File: src/rtl/mexp_pkg.sv
// ----------------------------------------------------------------------------
// mexp_pkg: shared definitions for the modular exponentiation block
// Operand width, controller state encoding and the modular add helper.
// ----------------------------------------------------------------------------
package mexp_pkg;

  // width of the arithmetic datapath (2 .. 64)
  localparam int OperandWidth = 64;
  // width of the payload ports
  localparam int FieldWidth   = 64;

  typedef logic [OperandWidth-1:0] operand_t;

  // controller states, one-hot
  typedef enum logic [5:0] {
    StIdle   = 6'b000001,
    StReduce = 6'b000010,
    StCheck  = 6'b000100,
    StMulP   = 6'b001000,
    StSquare = 6'b010000,
    StResult = 6'b100000
  } mexp_state_e;

  // (a + b) mod m for a, b < m
  function automatic operand_t add_mod(operand_t a, operand_t b, operand_t m);
    logic [OperandWidth:0] sum;
    logic [OperandWidth:0] diff;
    sum  = {1'b0, a} + {1'b0, b};
    diff = sum - {1'b0, m};
    return (sum >= {1'b0, m}) ? diff[OperandWidth-1:0] : sum[OperandWidth-1:0];
  endfunction

endpackage

File: src/rtl/mexp_mulmod.sv
// ----------------------------------------------------------------------------
// mexp_mulmod: bit-serial modular multiplier
// Double-and-add over the multiplier bits, one bit per cycle, lsb first.
// Stops as soon as the remaining multiplier bits are all zero.
// ----------------------------------------------------------------------------
module mexp_mulmod (
  input  logic               clk_i,
  input  logic               rst_ni,
  input  logic               start_i,
  input  mexp_pkg::operand_t x_i,
  input  mexp_pkg::operand_t y_i,
  input  mexp_pkg::operand_t m_i,
  output logic               done_o,
  output mexp_pkg::operand_t result_o
);

  mexp_pkg::operand_t acc_q, acc_d;
  mexp_pkg::operand_t x_q, x_d;
  mexp_pkg::operand_t y_q, y_d;
  mexp_pkg::operand_t m_q;
  logic               running_q, running_d;
  logic               done_q, done_d;

  // one double-and-add step
  always_comb begin
    acc_d     = acc_q;
    x_d       = x_q;
    y_d       = y_q;
    running_d = running_q;
    done_d    = 1'b0;
    if (start_i) begin
      acc_d     = '0;
      x_d       = x_i;
      y_d       = y_i;
      running_d = 1'b1;
    end else if (running_q) begin
      if (y_q == '0) begin
        running_d = 1'b0;
        done_d    = 1'b1;
      end else begin
        if (y_q[0]) begin
          acc_d = mexp_pkg::add_mod(acc_q, x_q, m_q);
        end
        x_d = mexp_pkg::add_mod(x_q, x_q, m_q);
        y_d = y_q >> 1;
      end
    end
  end

  // control
  always_ff @(posedge clk_i or negedge rst_ni) begin
    if (!rst_ni) begin
      running_q <= 1'b0;
      done_q    <= 1'b0;
    end else begin
      running_q <= running_d;
      done_q    <= done_d;
    end
  end

  // datapath
  always_ff @(posedge clk_i) begin
    acc_q <= acc_d;
    x_q   <= x_d;
    y_q   <= y_d;
    if (start_i) begin
      m_q <= m_i;
    end
  end

  assign done_o   = done_q;
  assign result_o = acc_q;

endmodule

File: src/rtl/modular_exponentiation.sv
// ----------------------------------------------------------------------------
// modular_exponentiation: base ** exponent mod modulus
// Right-to-left square and multiply over a bit-serial modular multiplier.
// ----------------------------------------------------------------------------
// An item is taken when start is high and busy is low; busy then stays high
// until the result is shown. The result appears for one cycle with
// result_valid_o and must be captured then, as the block cannot be stalled.
// All work runs through one shared bit-serial multiplier that retires one
// multiplier bit per cycle and stops once the remaining bits are zero; each
// multiplication holds the sequencer until the multiplier is done. An item
// costs one reduction of the base, then for every exponent bit up to its
// highest set bit a check, a multiplication where the bit is set and a
// squaring, then a final check and the result cycle. Short exponents or
// operands finish sooner. A zero modulus answers in the cycle after the
// transfer with the error flag set and result 0.
// ----------------------------------------------------------------------------
module modular_exponentiation (
  input  logic                              clk_i,
  input  logic                              rst_ni,
  input  logic                              start,
  output logic                              busy,
  input  logic [mexp_pkg::FieldWidth-1:0]   base_value_i,
  input  logic [mexp_pkg::FieldWidth-1:0]   exponent_value_i,
  input  logic [mexp_pkg::FieldWidth-1:0]   modulus_value_i,
  output logic                              result_valid_o,
  output logic [mexp_pkg::FieldWidth-1:0]   power_result_o,
  output logic                              zero_modulus_error_o
);

  mexp_pkg::mexp_state_e state_q, state_d;
  logic                  mul_start_q, mul_start_d;
  logic                  mul_done;
  mexp_pkg::operand_t    mul_x, mul_y, mul_res, one_mod;

  mexp_pkg::operand_t    base_q, exp_q, mod_q, prod_q, sq_q;
  mexp_pkg::operand_t    in_base, in_exp, in_mod;
  logic                  err_q;

  logic                  accept;

  assign accept  = start && !busy;
  assign in_base = base_value_i[mexp_pkg::OperandWidth-1:0];
  assign in_exp  = exponent_value_i[mexp_pkg::OperandWidth-1:0];
  assign in_mod  = modulus_value_i[mexp_pkg::OperandWidth-1:0];

  // 1 reduced modulo the modulus
  assign one_mod = (mod_q == mexp_pkg::operand_t'(1)) ? '0 : mexp_pkg::operand_t'(1);

  // multiplier operand selection
  always_comb begin
    unique case (state_q)
      mexp_pkg::StReduce: begin
        mul_x = one_mod;
        mul_y = base_q;
      end
      mexp_pkg::StMulP: begin
        mul_x = prod_q;
        mul_y = sq_q;
      end
      default: begin
        mul_x = sq_q;
        mul_y = sq_q;
      end
    endcase
  end

  mexp_mulmod u_mulmod (
    .clk_i    (clk_i),
    .rst_ni   (rst_ni),
    .start_i  (mul_start_q),
    .x_i      (mul_x),
    .y_i      (mul_y),
    .m_i      (mod_q),
    .done_o   (mul_done),
    .result_o (mul_res)
  );

  // sequencer
  always_comb begin
    state_d     = state_q;
    mul_start_d = 1'b0;
    unique case (state_q)
      mexp_pkg::StIdle: begin
        if (start) begin
          if (in_mod == '0) begin
            state_d = mexp_pkg::StResult;
          end else begin
            state_d     = mexp_pkg::StReduce;
            mul_start_d = 1'b1;
          end
        end
      end
      mexp_pkg::StReduce: begin
        if (mul_done) begin
          state_d = mexp_pkg::StCheck;
        end
      end
      mexp_pkg::StCheck: begin
        if (exp_q == '0) begin
          state_d = mexp_pkg::StResult;
        end else if (exp_q[0]) begin
          state_d     = mexp_pkg::StMulP;
          mul_start_d = 1'b1;
        end else begin
          state_d     = mexp_pkg::StSquare;
          mul_start_d = 1'b1;
        end
      end
      mexp_pkg::StMulP: begin
        if (mul_done) begin
          state_d     = mexp_pkg::StSquare;
          mul_start_d = 1'b1;
        end
      end
      mexp_pkg::StSquare: begin
        if (mul_done) begin
          state_d = mexp_pkg::StCheck;
        end
      end
      mexp_pkg::StResult: begin
        state_d = mexp_pkg::StIdle;
      end
      default: begin
        state_d = mexp_pkg::StIdle;
      end
    endcase
  end

  // control registers
  always_ff @(posedge clk_i or negedge rst_ni) begin
    if (!rst_ni) begin
      state_q     <= mexp_pkg::StIdle;
      mul_start_q <= 1'b0;
    end else begin
      state_q     <= state_d;
      mul_start_q <= mul_start_d;
    end
  end

  // operand and running values
  always_ff @(posedge clk_i) begin
    if (accept) begin
      base_q <= in_base;
      exp_q  <= in_exp;
      mod_q  <= in_mod;
      err_q  <= (in_mod == '0);
      // product starts at 1, already reduced unless the exponent is zero; 0 for a zero modulus
      if (in_mod == '0) begin
        prod_q <= '0;
      end else if (in_exp != '0 && in_mod == mexp_pkg::operand_t'(1)) begin
        prod_q <= '0;
      end else begin
        prod_q <= mexp_pkg::operand_t'(1);
      end
    end else if (mul_done) begin
      if (state_q == mexp_pkg::StMulP) begin
        prod_q <= mul_res;
      end else if (state_q == mexp_pkg::StSquare) begin
        sq_q  <= mul_res;
        exp_q <= exp_q >> 1;
      end else begin
        sq_q <= mul_res;
      end
    end
  end

  // result transfer
  assign busy                 = (state_q != mexp_pkg::StIdle);
  assign result_valid_o       = (state_q == mexp_pkg::StResult);
  assign power_result_o       = mexp_pkg::FieldWidth'(prod_q);
  assign zero_modulus_error_o = err_q;

  // assertions
  a_accept_busy: assert property (@(posedge clk_i) disable iff (!rst_ni)
    accept |=> busy)
    else $error("accepted item did not raise busy");

  a_result_then_idle: assert property (@(posedge clk_i) disable iff (!rst_ni)
    result_valid_o |=> !busy)
    else $error("block not idle after result transfer");

  a_err_zero: assert property (@(posedge clk_i) disable iff (!rst_ni)
    (result_valid_o && zero_modulus_error_o) |-> (power_result_o == '0))
    else $error("zero modulus result not zero");

  a_mul_done_state: assert property (@(posedge clk_i) disable iff (!rst_ni)
    mul_done |-> (state_q == mexp_pkg::StReduce || state_q == mexp_pkg::StMulP ||
                  state_q == mexp_pkg::StSquare))
    else $error("multiplier finished outside a multiply state");

  a_check_exit: assert property (@(posedge clk_i) disable iff (!rst_ni)
    (state_q == mexp_pkg::StCheck && exp_q == '0) |=> result_valid_o)
    else $error("exhausted exponent did not lead to result");

endmodule
File: config.mk
export PLATFORM = sky130hd
export DESIGN_NAME = modular_exponentiation
export DESIGN_NICKNAME = d
export VERILOG_FILES = /design/src/rtl/mexp_pkg.sv /design/src/rtl/mexp_mulmod.sv /design/src/rtl/modular_exponentiation.sv
export SDC_FILE = /design/constraint.sdc
export NUM_CORES = 1
export LEC_CHECK = 0
export CAP_MARGIN = 10
export CELL_PAD_IN_SITES_DETAIL_PLACEMENT = 2
export CELL_PAD_IN_SITES_GLOBAL_PLACEMENT = 2
export CORE_MARGIN = 4
export CORE_UTILIZATION = 40
export DETAILED_ROUTE_END_ITERATION = 7
export DONT_BUFFER_PORTS = 1
export PLACE_DENSITY_LB_ADDON = 0.1
export SLEW_MARGIN = 15
export SYNTH_ARGS = -nofsm -noshare
export SYNTH_HDL_FRONTEND = slang
export SYNTH_HIERARCHICAL = 1
export SYNTH_SLANG_ARGS = --single-unit
File: constraint.sdc
create_clock -name clk_i -period 7.2 [get_ports clk_i]
set_input_delay 1.08 -clock clk_i [delete_from_list [all_inputs] [get_ports clk_i]]
set_output_delay 1.08 -clock clk_i [all_outputs]
set_load 0.03 [all_outputs]
==> reports/results.ini <==
[min_path]
worstHoldPathType = in -> async

[floorplan]
io_pins = 262
start_util_pct = 40.3
rows = 109
coreArea_sq_um = 88400
dieArea_sq_um = 93900
dieHeight_microns = 306
die_w_microns = 306

[sta]
tns_ns = 0
period_share_pct = 93.1
slew_violations = 0
fmax_ghz = 0.149
max_slew.worst_pin.slew_ns = 1.00
rsz0062_at_grt = no
hold_viol = 0
skew_ns = 0.0332
setup_viol = 0
max_slew_margin_pct = 32.7
final.min_clock_period_ns = 6.70

[clocking]
h-tree-depth = 3
cts_tree = built
clk_pin_slew_worst_paths_ns = 0.06
cts_resized = 0
clk_latency_ns = 0.67
cts_hold_buf = 0
cts_buffers = 71
clock_sinks = 586
post_cts.repair.setup_buffers = 0
cts_root_buf = clkbuf_16
clk_path_buf_depth = 3

[cells_and_area]
multiInputGateArea_sq_um = 17500
num-nets-final = 3900
fillers = 9240
seqCellArea_sq_um = 16900
layout-drive-gt1-share_pct = 8.66
fin_area_sq_um = 39100
area_growth_pct = 9.68

[synth]
synth_top_family_by_area = compound AO/OA/AOI/OAI gates
synthTopCellsByArea = edfxtp_1 43%, ha_1 6.7%, nand2_1 5.6%, a21oi_1 4.2%, dfxtp_1 3.6%
synthesis.nets = 3975
ys_types = 97
yosys.area.top_type = edfxtp_1
synth.area.mux_share_pct = 4.85
yosys.cell_count.top_type = nand2_1
ys_warn_count = 6
synth-async-reset-ratio_pct = 1.54
synthAdderAreaFrac_pct = 6.91
synth-edff-count = 513
synth-simple-area-share_pct = 16.1
synthTopCellsByCount = 531 x nand2_1, 513 x edfxtp_1, 299 x a21oi_1, 221 x o21ai_0, 198 x nor2_1
ys.flop_type = edfxtp_1
syn-cell-area_sq_um = 35600
synth_area_per_cell_sq_um = 9.94
ys_seq_area_share_pct = 47.5
synth_xor_area_share_pct = 4.16
synthDominantCellAreaShare_pct = 43.2
synth_compound_area_share_pct = 16.9
yosys_register_bits = 586
syn_inst = 3585

[global_route]
grt_pass1_wl_microns = 210000
grt_antenna_before_repair = 5
grt_max_degree = 128
grt_usage_pct = 30.1
grt_pass1_vias = 30800
grt-ovfl-total = 0

[placed_design]
dpl-instance-area_sq_um = 36700
gp_congestion = 0.937
io_buffers = 0
hpwl_microns = 114000

[routing]
drc = 0
antenna_left = 0
drtIter0Drc = 2886
drt-vias-per-instance = 6.18
routed_wl_microns = 146000
top_layer = met4
met1_length_microns = 69800
firstDrtPassIters = 5
met3WireLength_microns = 11100
wl_per_cell_microns = 30.7
wl_met2_microns = 60500
vias = 29300

[setup_path]
cp.arrival_ns = 7.21
timing.rr.start = u_mulmod/x_q[0]
start_kind = register
required_ns = 7.71
path_class = reg -> reg
reg2reg_depth = 26
reg2reg_slack_ns = 0.50
worstReg2RegEnd = u_mulmod/result_o[9]
crit_fanout = 32
end_kind = register

[job]
maxCapViolations = 0

[outcome]
outcome = finished clean

[how the worst max path moves through the flow]
stage / start / endpoint / slack, ns / cells past startpoint
floorplan: state_q[5] / exp_q[0] / 1.11 / 3
global placement: u_mulmod/x_q[5] / u_mulmod/result_o[9] / 0.78 / 25
detailed placement: u_mulmod/x_q[0] / u_mulmod/result_o[9] / 0.46 / 24
CTS: u_mulmod/x_q[0] / u_mulmod/result_o[9] / 0.44 / 24
global route: u_mulmod/x_q[0] / u_mulmod/result_o[9] / 0.09 / 26
finish: u_mulmod/x_q[0] / u_mulmod/result_o[9] / 0.50 / 26
[metal layers]
metal / GRT usage (%) / up-vias
met4: 8.21 / 0
li1: - / 13200
met1: 45.3 / 15100
met5: 0 / -
met3: 7.11 / 152
met2: 43.3 / 910
[layout make-up]
type / instances / share of cell area [%]
Clock buffer: 92 / 4.77
Tap cell: 1165 / 3.73
Clock inverter: 38 / 1.22
Timing Repair Buffer: 32 / 0.775
Inverter: 131 / 1.28
Multi-Input combinational cell: 2688 / 44.8
Sequential cell: 586 / 43.3
Antenna cell: 12 / 0.0769
[worst max-delay path: stages, from the launching register on]
cell and delay, ns:
edfxtp_1 0.41, ha_1 0.24, fa_1 0.24, a21o_1 0.20, a221oi_2 0.11, or4_1 0.57
a31oi_1 0.48, o211ai_1 0.28, a31oi_1 0.43, a21oi_1 0.15, o21ai_1 0.39, a21oi_1 0.14
o21bai_1 0.20, xor2_1 0.22, ha_1 0.31, nand3_1 0.18, nor3_1 0.09, nand4_1 0.13
o21ai_0 0.10, a21oi_1 0.16, o311ai_0 0.15, a21oi_1 0.23, and2_1 0.31, buf_12 0.22
nor2_1 0.07, a21oi_1 0.38, a211oi_1 0.15
[placed cells by master (no fill, tap or decap), types with 37 or more instances in the layout]
| master | n |
|---|---|
| a21o_1 | 106 |
| a21oi_1 | 299 |
| a31oi_1 | 76 |
| and2_1 | 85 |
| clkbuf_16 | 71 |
| dfxtp_1 | 64 |
| edfxtp_1 | 513 |
| ha_1 | 192 |
| inv_1 | 129 |
| mux2_2 | 102 |
| nand2_1 | 528 |
| nand3_1 | 64 |
| nand4_1 | 71 |
| nor2_1 | 197 |
| nor3_1 | 37 |
| nor4_1 | 86 |
| o21ai_0 | 220 |
| o21bai_1 | 46 |
| xnor2_1 | 102 |
| xor2_1 | 67 |
[logic make-up (layout without fill, tap and decap cells)]
| group | after synthesis | in the layout |
|---|---|---|
| AO/OA/AOI/OAI | 962 | 962 |
| XOR/XNOR | 169 | 169 |
| adder cells (fa/ha/maj) | 195 | 195 |
| buffers and inverters | 311 | 293 |
| flip-flops | 586 | 586 |
| multiplexers | 149 | 149 |
| other | 0 | 12 |
| AND/OR/NAND/NOR | 1213 | 1213 |
[stage by stage]
step / hold WS [ns] / setup slack [ns] / utilization (%) / std cells
2_1_floorplan: 0.418 / 1.11 / - / 3585
3_3_place_gp: 0.436 / 0.780 / 41.5 / 4602
3_5_place_dp: 0.443 / 0.463 / 41.5 / 4602
4_1_cts: 0.0781 / 0.442 / 44.2 / 4732
5_1_grt: 0.0850 / 0.0939 / 44.2 / 4735
6_report: 0.125 / 0.496 / 44.2 / 4744
Power is left out: the tool's default activity adds up to more than one toggle a clock period on the data nets, which glitch-free logic cannot reach.
